$ cat config.mk
export PLATFORM = sky130hd
export DESIGN_NAME = tag_cell_framer_checksum_top
export DESIGN_NICKNAME = d
export VERILOG_FILES = /design/src/tcfc_pkg.sv /design/src/tcfc_front.sv /design/src/tcfc_back.sv /design/src/tag_cell_framer_checksum_top.sv
export VERILOG_INCLUDE_DIRS = /design/src /design/src/src
export SDC_FILE = /design/constraint.sdc
export NUM_CORES = 1
export LEC_CHECK = 0
export ABC_AREA = 1
export ABC_CLOCK_PERIOD_IN_PS = 5600
export BUFFER_PORTS_ARGS = -buffer_cell sky130_fd_sc_hd__clkbuf_2
export CAP_MARGIN = 10
export CORE_MARGIN = 1
export CORE_UTILIZATION = 40
export CTS_BUF_LIST = sky130_fd_sc_hd__clkbuf_4 sky130_fd_sc_hd__clkbuf_8
export CTS_CLUSTER_DIAMETER = 80
export DETAILED_ROUTE_END_ITERATION = 7
export SKIP_CTS_REPAIR_TIMING = 1
export SLEW_MARGIN = 30
export SYNTH_ARGS = -nofsm -noshare
export SYNTH_HDL_FRONTEND = slang
export SYNTH_HIERARCHICAL = 1
export SYNTH_SLANG_ARGS = --single-unit
$ cat constraint.sdc
create_clock -name clk -period 5.6 [get_ports clk]
set_input_delay 0 -clock clk [delete_from_list [all_inputs] [get_ports clk]]
set_output_delay 0 -clock clk [all_outputs]
set_load 0.02 [all_outputs]
$ cat src/tag_cell_framer_checksum_top_defines.svh
// Assertion macros for the tag cell framer top level.
`ifndef TAG_CELL_FRAMER_CHECKSUM_TOP_DEFINES_SVH
`define TAG_CELL_FRAMER_CHECKSUM_TOP_DEFINES_SVH

`ifndef ASSERT_OFF
// Check a property outside reset.
`define TCFC_ASSERT_RST(lbl, clk, rst_n, prop, msg) \
  lbl: assert property (@(posedge clk) disable iff (!rst_n) prop) else $error(msg);
// Check a property at every edge, reset included.
`define TCFC_ASSERT(lbl, clk, prop, msg) \
  lbl: assert property (@(posedge clk) prop) else $error(msg);
`else
`define TCFC_ASSERT_RST(lbl, clk, rst_n, prop, msg)
`define TCFC_ASSERT(lbl, clk, prop, msg)
`endif

`endif

$ cat src/tcfc_pkg.sv
// Types and constants shared by the tag cell framer modules.
`default_nettype none
package tcfc_pkg;

  localparam int BYTE_BITS = 8;
  localparam int INDEX_W   = 8;

  // cell kind the sequencer emits next
  typedef enum logic [1:0] {
    PH_MARKER,
    PH_DATA,
    PH_CHECK
  } tcfc_phase_t;

  // one queued payload byte with its classification
  typedef struct packed {
    logic [BYTE_BITS-1:0] data;
    logic                 sot;   // first byte of a tag
  } tcfc_item_t;

endpackage
`default_nettype wire

$ cat src/tcfc_front.sv
// Front end: accepts payload bytes, marks start-of-tag bytes, queues them.
`default_nettype none
module tcfc_front import tcfc_pkg::*; #(
  parameter int EDGE       = 8,
  parameter int CHECK_BITS = 4
) (
  input  wire logic                 clk,
  input  wire logic                 rst_n,
  input  wire logic                 in_valid,
  output logic                      in_ready,
  input  wire logic [BYTE_BITS-1:0] in_payload_byte,
  output logic                      q_valid,
  output tcfc_item_t                q_item,
  input  wire logic                 q_pop
);

  localparam int QUAD_CELLS = (EDGE * EDGE) / 4;
  localparam int DATA_CELLS = 4 * (QUAD_CELLS - CHECK_BITS - 1);
  localparam int DC_W       = $clog2(DATA_CELLS + BYTE_BITS);

  logic [DC_W-1:0] dcnt_r, dcnt_nxt;
  tcfc_item_t      mem_r [2];
  logic            wr_r, rd_r;
  logic [1:0]      fill_r, fill_nxt;
  logic            push;
  tcfc_item_t      item;

  assign in_ready = (fill_r != 2'd2);
  assign push     = in_valid && in_ready;
  assign q_valid  = (fill_r != 2'd0);
  assign q_item   = mem_r[rd_r];

  // Count data cells consumed in the current tag; a byte that reaches the
  // end of the tag's data closes it and the next byte opens a new tag.
  always_comb begin
    item.data = in_payload_byte;
    item.sot  = (dcnt_r == '0);
    if (dcnt_r + DC_W'(BYTE_BITS) >= DC_W'(DATA_CELLS)) begin
      dcnt_nxt = '0;
    end else begin
      dcnt_nxt = dcnt_r + DC_W'(BYTE_BITS);
    end
    fill_nxt = fill_r + 2'(push) - 2'(q_pop);
  end

  always_ff @(posedge clk) begin
    if (!rst_n) begin
      dcnt_r <= '0;
      wr_r   <= 1'b0;
      rd_r   <= 1'b0;
      fill_r <= 2'd0;
    end else begin
      if (push) begin
        dcnt_r <= dcnt_nxt;
        wr_r   <= ~wr_r;
      end
      if (q_pop) begin
        rd_r <= ~rd_r;
      end
      fill_r <= fill_nxt;
    end
  end

  always_ff @(posedge clk) begin
    if (push) begin
      mem_r[wr_r] <= item;
    end
  end

endmodule
`default_nettype wire

$ cat src/tcfc_back.sv
// Back end: cell sequencer emitting marker, data and checksum cells.
`default_nettype none
module tcfc_back import tcfc_pkg::*; #(
  parameter int EDGE       = 8,
  parameter int CHECK_BITS = 4
) (
  input  wire logic               clk,
  input  wire logic               rst_n,
  input  wire logic               q_valid,
  input  wire tcfc_item_t         q_item,
  output logic                    q_pop,
  output logic                    out_valid,
  input  wire logic               out_ready,
  output logic                    out_cell_value,
  output logic [INDEX_W-1:0]      out_cell_index,
  output logic                    out_tag_done,
  output logic                    out_last
);

  localparam int QUAD_CELLS = (EDGE * EDGE) / 4;
  localparam int TAG_CELLS  = 4 * QUAD_CELLS;
  localparam int DATA_END   = QUAD_CELLS - CHECK_BITS;
  localparam int POS_W      = $clog2(TAG_CELLS);
  localparam int QOFF_W     = $clog2(QUAD_CELLS);
  localparam int CK_W       = (CHECK_BITS > 1) ? $clog2(CHECK_BITS) : 1;
  localparam int BL_W       = $clog2(BYTE_BITS + 1);

  tcfc_phase_t           phase_r, phase_nxt;
  logic                  cur_valid_r, cur_valid_nxt;
  logic [BYTE_BITS-1:0]  data_r, data_nxt;
  logic [BL_W-1:0]       bits_r, bits_nxt;
  logic [POS_W-1:0]      pos_r, pos_nxt;
  logic [QOFF_W-1:0]     qoff_r, qoff_nxt;
  logic [CHECK_BITS-1:0] cnt_r, cnt_nxt;
  logic [CK_W-1:0]       ck_r, ck_nxt;

  logic                  out_valid_r;
  logic                  out_value_r, out_done_r, out_last_r;
  logic [INDEX_W-1:0]    out_index_r;

  logic advance, emit, byte_end, load;
  logic cell_v, cell_done;

  assign advance = !out_valid_r || out_ready;
  assign emit    = cur_valid_r && advance;

  always_comb begin
    phase_nxt     = phase_r;
    cur_valid_nxt = cur_valid_r;
    data_nxt      = data_r;
    bits_nxt      = bits_r;
    pos_nxt       = pos_r;
    qoff_nxt      = qoff_r;
    cnt_nxt       = cnt_r;
    ck_nxt        = ck_r;
    cell_v        = 1'b0;
    cell_done     = 1'b0;
    byte_end      = 1'b0;

    if (emit) begin
      pos_nxt  = pos_r + 1'b1;
      qoff_nxt = qoff_r + 1'b1;
      unique case (phase_r)
        PH_MARKER: begin
          cell_v  = (pos_r == '0);
          cnt_nxt = CHECK_BITS'(cell_v);
          if (bits_r == '0) begin
            byte_end = 1'b1;
          end else begin
            phase_nxt = PH_DATA;
          end
        end
        PH_DATA: begin
          cell_v   = data_r[BYTE_BITS-1];
          data_nxt = data_r << 1;
          bits_nxt = bits_r - 1'b1;
          cnt_nxt  = cnt_r + CHECK_BITS'(cell_v);
          if (qoff_r == QOFF_W'(DATA_END - 1)) begin
            phase_nxt = PH_CHECK;
            ck_nxt    = CK_W'(CHECK_BITS - 1);
          end else if (bits_r == BL_W'(1)) begin
            byte_end = 1'b1;
          end
        end
        PH_CHECK: begin
          cell_v = cnt_r[ck_r];
          ck_nxt = ck_r - 1'b1;
          if (ck_r == '0) begin
            qoff_nxt = '0;
            if (pos_r == POS_W'(TAG_CELLS - 1)) begin
              // tag complete: drop the byte's remaining bits
              cell_done = 1'b1;
              byte_end  = 1'b1;
              pos_nxt   = '0;
              cnt_nxt   = '0;
            end else begin
              phase_nxt = PH_MARKER;
            end
          end
        end
        default: begin
          phase_nxt = PH_MARKER;
        end
      endcase
    end

    load = q_valid && (!cur_valid_r || (emit && byte_end));
    if (load) begin
      cur_valid_nxt = 1'b1;
      data_nxt      = q_item.data;
      bits_nxt      = BL_W'(BYTE_BITS);
      phase_nxt     = q_item.sot ? PH_MARKER : PH_DATA;
    end else if (emit && byte_end) begin
      cur_valid_nxt = 1'b0;
    end
  end

  assign q_pop = load;

  always_ff @(posedge clk) begin
    if (!rst_n) begin
      phase_r     <= PH_MARKER;
      cur_valid_r <= 1'b0;
      pos_r       <= '0;
      qoff_r      <= '0;
      cnt_r       <= '0;
      out_valid_r <= 1'b0;
    end else begin
      phase_r     <= phase_nxt;
      cur_valid_r <= cur_valid_nxt;
      pos_r       <= pos_nxt;
      qoff_r      <= qoff_nxt;
      cnt_r       <= cnt_nxt;
      if (advance) begin
        out_valid_r <= emit;
      end
    end
  end

  always_ff @(posedge clk) begin
    data_r <= data_nxt;
    bits_r <= bits_nxt;
    ck_r   <= ck_nxt;
    if (emit) begin
      out_value_r <= cell_v;
      out_index_r <= INDEX_W'(pos_r);
      out_done_r  <= cell_done;
      out_last_r  <= byte_end;
    end
  end

  assign out_valid      = out_valid_r;
  assign out_cell_value = out_value_r;
  assign out_cell_index = out_index_r;
  assign out_tag_done   = out_done_r;
  assign out_last       = out_last_r;

endmodule
`default_nettype wire

$ cat src/tag_cell_framer_checksum_top.sv
// Top level of the tag cell framer: byte queue front end and cell sequencer.
//
// Input channel in_valid/in_ready carries one payload byte per transaction.
// Output channel out_valid/out_ready carries one tag cell per transaction:
// its value, its index in quadrant-major order, a tag-done flag on the final
// checksum cell of the tag and a last flag on the final cell of each byte.
// Each quadrant holds a marker cell (1 in quadrant 0), data cells taken
// MSB first, and CHECK_BITS checksum cells (popcount, MSB first).
// Throughput: one cell per cycle while bytes are queued and out_ready is high; a byte
// yields 8 to 13 cells for the default size, about 11 on average. The single
// cell-per-cycle output register sets this rate.
// Path: an accepted byte is registered in a queue entry, then in the sequencer's
// byte register, and its first cell is then registered in the output register.
// A two-entry queue takes bytes while the sequencer works and while a cell
// waits on out_ready; a stalled receiver holds the cell and backs up the
// queue, then in_ready falls.
// Reset starts a fresh tag at cell 0 and empties the queue.
`default_nettype none
`include "tag_cell_framer_checksum_top_defines.svh"
module tag_cell_framer_checksum_top import tcfc_pkg::*; #(
  parameter int EDGE       = 8,
  parameter int CHECK_BITS = 4
) (
  input  wire logic                 clk,
  input  wire logic                 rst_n,
  input  wire logic                 in_valid,
  output logic                      in_ready,
  input  wire logic [BYTE_BITS-1:0] in_payload_byte,
  output logic                      out_valid,
  input  wire logic                 out_ready,
  output logic                      out_cell_value,
  output logic [INDEX_W-1:0]        out_cell_index,
  output logic                      out_tag_done,
  output logic                      out_last
);

  localparam int QUAD_CELLS = (EDGE * EDGE) / 4;
  localparam int TAG_CELLS  = 4 * QUAD_CELLS;

  logic       q_valid;
  logic       q_pop;
  tcfc_item_t q_item;

  tcfc_front #(
    .EDGE       (EDGE),
    .CHECK_BITS (CHECK_BITS)
  ) u_front (
    .clk             (clk),
    .rst_n           (rst_n),
    .in_valid        (in_valid),
    .in_ready        (in_ready),
    .in_payload_byte (in_payload_byte),
    .q_valid         (q_valid),
    .q_item          (q_item),
    .q_pop           (q_pop)
  );

  tcfc_back #(
    .EDGE       (EDGE),
    .CHECK_BITS (CHECK_BITS)
  ) u_back (
    .clk            (clk),
    .rst_n          (rst_n),
    .q_valid        (q_valid),
    .q_item         (q_item),
    .q_pop          (q_pop),
    .out_valid      (out_valid),
    .out_ready      (out_ready),
    .out_cell_value (out_cell_value),
    .out_cell_index (out_cell_index),
    .out_tag_done   (out_tag_done),
    .out_last       (out_last)
  );

  `TCFC_ASSERT(a_reset_idle, clk, !rst_n |=> !out_valid, "output valid after reset")
  `TCFC_ASSERT_RST(a_done_last, clk, rst_n, out_valid && out_tag_done |-> out_last, "tag end without last")
  `TCFC_ASSERT_RST(a_done_index, clk, rst_n, out_valid && out_tag_done |-> out_cell_index == INDEX_W'(TAG_CELLS - 1), "tag end at wrong index")
  `TCFC_ASSERT_RST(a_restart, clk, rst_n, out_valid && out_ready && out_tag_done |=> !out_valid || out_cell_index == '0, "new tag not at cell 0")
  `TCFC_ASSERT_RST(a_first_marker, clk, rst_n, out_valid && out_cell_index == '0 |-> out_cell_value, "quadrant 0 marker not set")

endmodule
`default_nettype wire

==> results_dict.tcl <==
set metrics [dict create \
    port_buffers 22 \
    first_iter_violations 79 \
    grt_antenna_before_repair 0 \
    hpwl_um 3615 \
    layout.nets 386 \
    synthCells 321 \
    layout_common_cells "nand2_1, inv_1, edfxtp_1" \
    crit_chain "inv_1, ha_1, nand2_1, inv_1, nand3_2, nand3_1, nand2_2, nand2_2, nand2_4, inv_2, nor2_1, nor2_1" \
    end_kind "flip-flop" \
    rr_startpoint "u_back/phase_r[0]$_SDFFE_PN0P_" \
    cp-start-kind "flip-flop" \
    grt.overflow.total 0 \
    hold_viol_final 0 \
    tightest_slew_ns 0.8302 \
    reg2reg_depth 12 \
    rsz0062_at_grt "no" \
    ir_worst_vdd_v 0.0002415 \
    placedCellCount 435 \
    fin_cells 460 \
    ys_ff_latch 67 \
    p_leak_nw 1.541 \
    netlist_area_um2 3100 \
    vias 2145 \
    min_to "u_front/dcnt_r[3]$_SDFFE_PN0P_" \
    relSlewSlack 0.4445 \
    synth.distinct_cells 33 \
    fin_ws_ns 2.996 \
    status "completed" \
    pre_cts_ws_ns 2.961 \
    synthTopCellsByArea "edfxtp_1, dfxtp_1, nand2_1, ha_1, inv_1" \
    reg2reg_slack_ns 3.00 \
    yosys.area.top_type "edfxtp_1" \
    first_global_vias 2043 \
    via_per_inst 4.663 \
    dieArea_um2 8107 \
    fp.dieW_um 90.04 \
    skew_ns 0.008013 \
    timing.hold.ws_ns 0.01270 \
    place_congestion 0.7616 \
    wire_per_inst_um 11.28 \
    drive_above_1_share 0.1745 \
    wl_um 5191 \
    whs_path_depth 4 \
    cts_sinks 67 \
    cts_buffers 9 \
    slowest_stage "nor2_1" \
    area_growth_pct 16.55 \
    min_period_ns 2.604 \
    synth-edff-count 37 \
    holdCritStartpoint "in_valid" \
    seq_area_frac_synth 0.5521 \
    root_buffer "clkbuf_8" \
    coreArea_um2 7370 \
    report.final.setup_viol 0 \
    yosys_most_used_dff "edfxtp_1" \
    totalPowerFinal_w 0.001756 \
    postRouteAntennaNets 0 \
    crit_type "reg2reg" \
    required_ns 5.58 \
    cts_tree "yes" \
    worstPathMaxFanout 14 \
    clkTransAtPathRegs_ns 0.07 \
    grt_max_degree 21 \
    max_stage_delay_ns 0.52 \
    post-route-period-util 0.4649 \
    cp.arrival_ns 2.58 \
    rows 31 \
    initial_core_util 0.4207 \
    ios 25 \
    synth_top_area_frac 0.3584 \
    avgSynthCellArea_um2 9.659 \
    clkLatencyLatePin_ns 0.34 \
    synth_warnings 6 \
    final_common_cell "nand2_1" \
    grt_usage 0.1410 \
    max_freq_mhz 384.1 \
    p_per_area_nw_per_um2 486.0 \
    htree_levels 3 \
    finalMaxSlewViolations 0 \
    grt_pass1_wl_um 8976 \
    synth_async_sr_flop_share 0 \
    drt_pass1_iterations 4 \
    drc 0 \
    antenna_cells 0 \
    tns_ns 0 \
    hold_class "in2reg" \
    ctsLongestPathBuffers 2 \
    drv_cap 0 \
    r2r_end "u_back/data_r[0]$_SDFFCE_PN0P_" \
    die_h_um 90.04 \
]
## layout make-up
cell class | count | area [um^2]
Fill cell | 723 | 3756
Sequential cell | 67 | 1712
Multi-Input combinational cell | 204 | 1175
Timing Repair Buffer | 31 | 200.2
Inverter | 43 | 163.9
Clock buffer | 9 | 123.9
Tap cell | 99 | 123.9
Clock inverter | 7 | 115.1
## logic make-up (layout without fill, tap and decap cells)
group | after synthesis | count (layout) | synth area share
other | 1 | 2 | 0.001209
flip-flops | 67 | 67 | 0.5521
buffers and inverters | 51 | 90 | 0.07022
adder cells (fa/ha/maj) | 18 | 18 | 0.07264
AO/OA/AOI/OAI | 39 | 39 | 0.06941
XOR/XNOR | 6 | 6 | 0.01695
AND/OR/NAND/NOR | 130 | 130 | 0.1848
multiplexers | 9 | 9 | 0.03269
## registers in the layout, summed over array words and instances, names as in the netlist, 3 cells and up, named ones only
signal and cells:
u_back/bits_r 4, u_back/cnt_r 4, u_back/data_r 8, u_back/out_cell_index 6, u_back/pos_r 6, u_back/qoff_r 4, u_front/dcnt_r 3, u_front/mem_r 18
## how the worst max path moves through the flow
stage | startpoint | cells after the start | end
4_1_cts | u_back/phase_r[1]$_SDFFE_PN0P_ | 12 | u_back/data_r[0]$_SDFFCE_PN0P_
2_1_floorplan | u_back/phase_r[1]$_SDFFE_PN0P_ | 19 | u_front/fill_r[1]$_SDFF_PN0_
3_3_place_gp | u_back/phase_r[1]$_SDFFE_PN0P_ | 12 | u_back/data_r[3]$_DFFE_PP_
6_report | u_back/phase_r[0]$_SDFFE_PN0P_ | 12 | u_back/data_r[0]$_SDFFCE_PN0P_
3_5_place_dp | u_back/phase_r[1]$_SDFFE_PN0P_ | 12 | u_back/data_r[0]$_SDFFCE_PN0P_
5_1_grt | u_back/phase_r[1]$_SDFFE_PN0P_ | 17 | u_front/fill_r[1]$_SDFF_PN0_
## Yosys cell counts (3+ instances only)
library cell  count
xnor2_1           3
o21ai_1           4
xor2_1            3
a21oi_1          17
inv_1            40
nand2_1          61
o21ai_0          13
ha_1             18
edfxtp_1         37
buf_4             3
or2_2             3
mux2_2            9
nor3_1            3
dfxtp_1          30
buf_2             4
nand2_2           6
nand3_1          16
nor2_1           32
## report_power, final
group,switching (W),internal [W],total [W]
registers,0.0000699,0.000677,0.000747
clock network,0.000182,0.000295,0.000477
logic,0.000339,0.000193,0.000532
total,0.000591,0.00117,0.00176
## through the flow
stage | instance area, um^2 | utilization
after global placement | 3284 | 0.4457
after global routing | 3613 | 0.4903
after floorplan | 3104 | -
after CTS | 3523 | 0.4781
after detailed placement | 3284 | 0.4457
final | 3613 | 0.4903
## worst max-delay path: cells and delay by family, from the launching register on
family / cells / cell delay [ns]
buf+inv: 3 / 0.41
simple gates: 8 / 1.17
flops: 1 / 0.36
fa+ha+maj: 1 / 0.29
## layer usage
| layer | wire (um) | global-route usage | vias to the layer above |
|---|---|---|---|
| li1 | - | - | 1117 |
| met1 | 2404 | 0.1643 | 983 |
| met2 | 2547 | 0.2354 | 40 |
| met3 | 176 | 0.04569 | 5 |
| met4 | 62 | 0.06452 | 0 |
| met5 | 0 | 0 | - |
No activity file was read; power rests on OpenSTA's default activity.
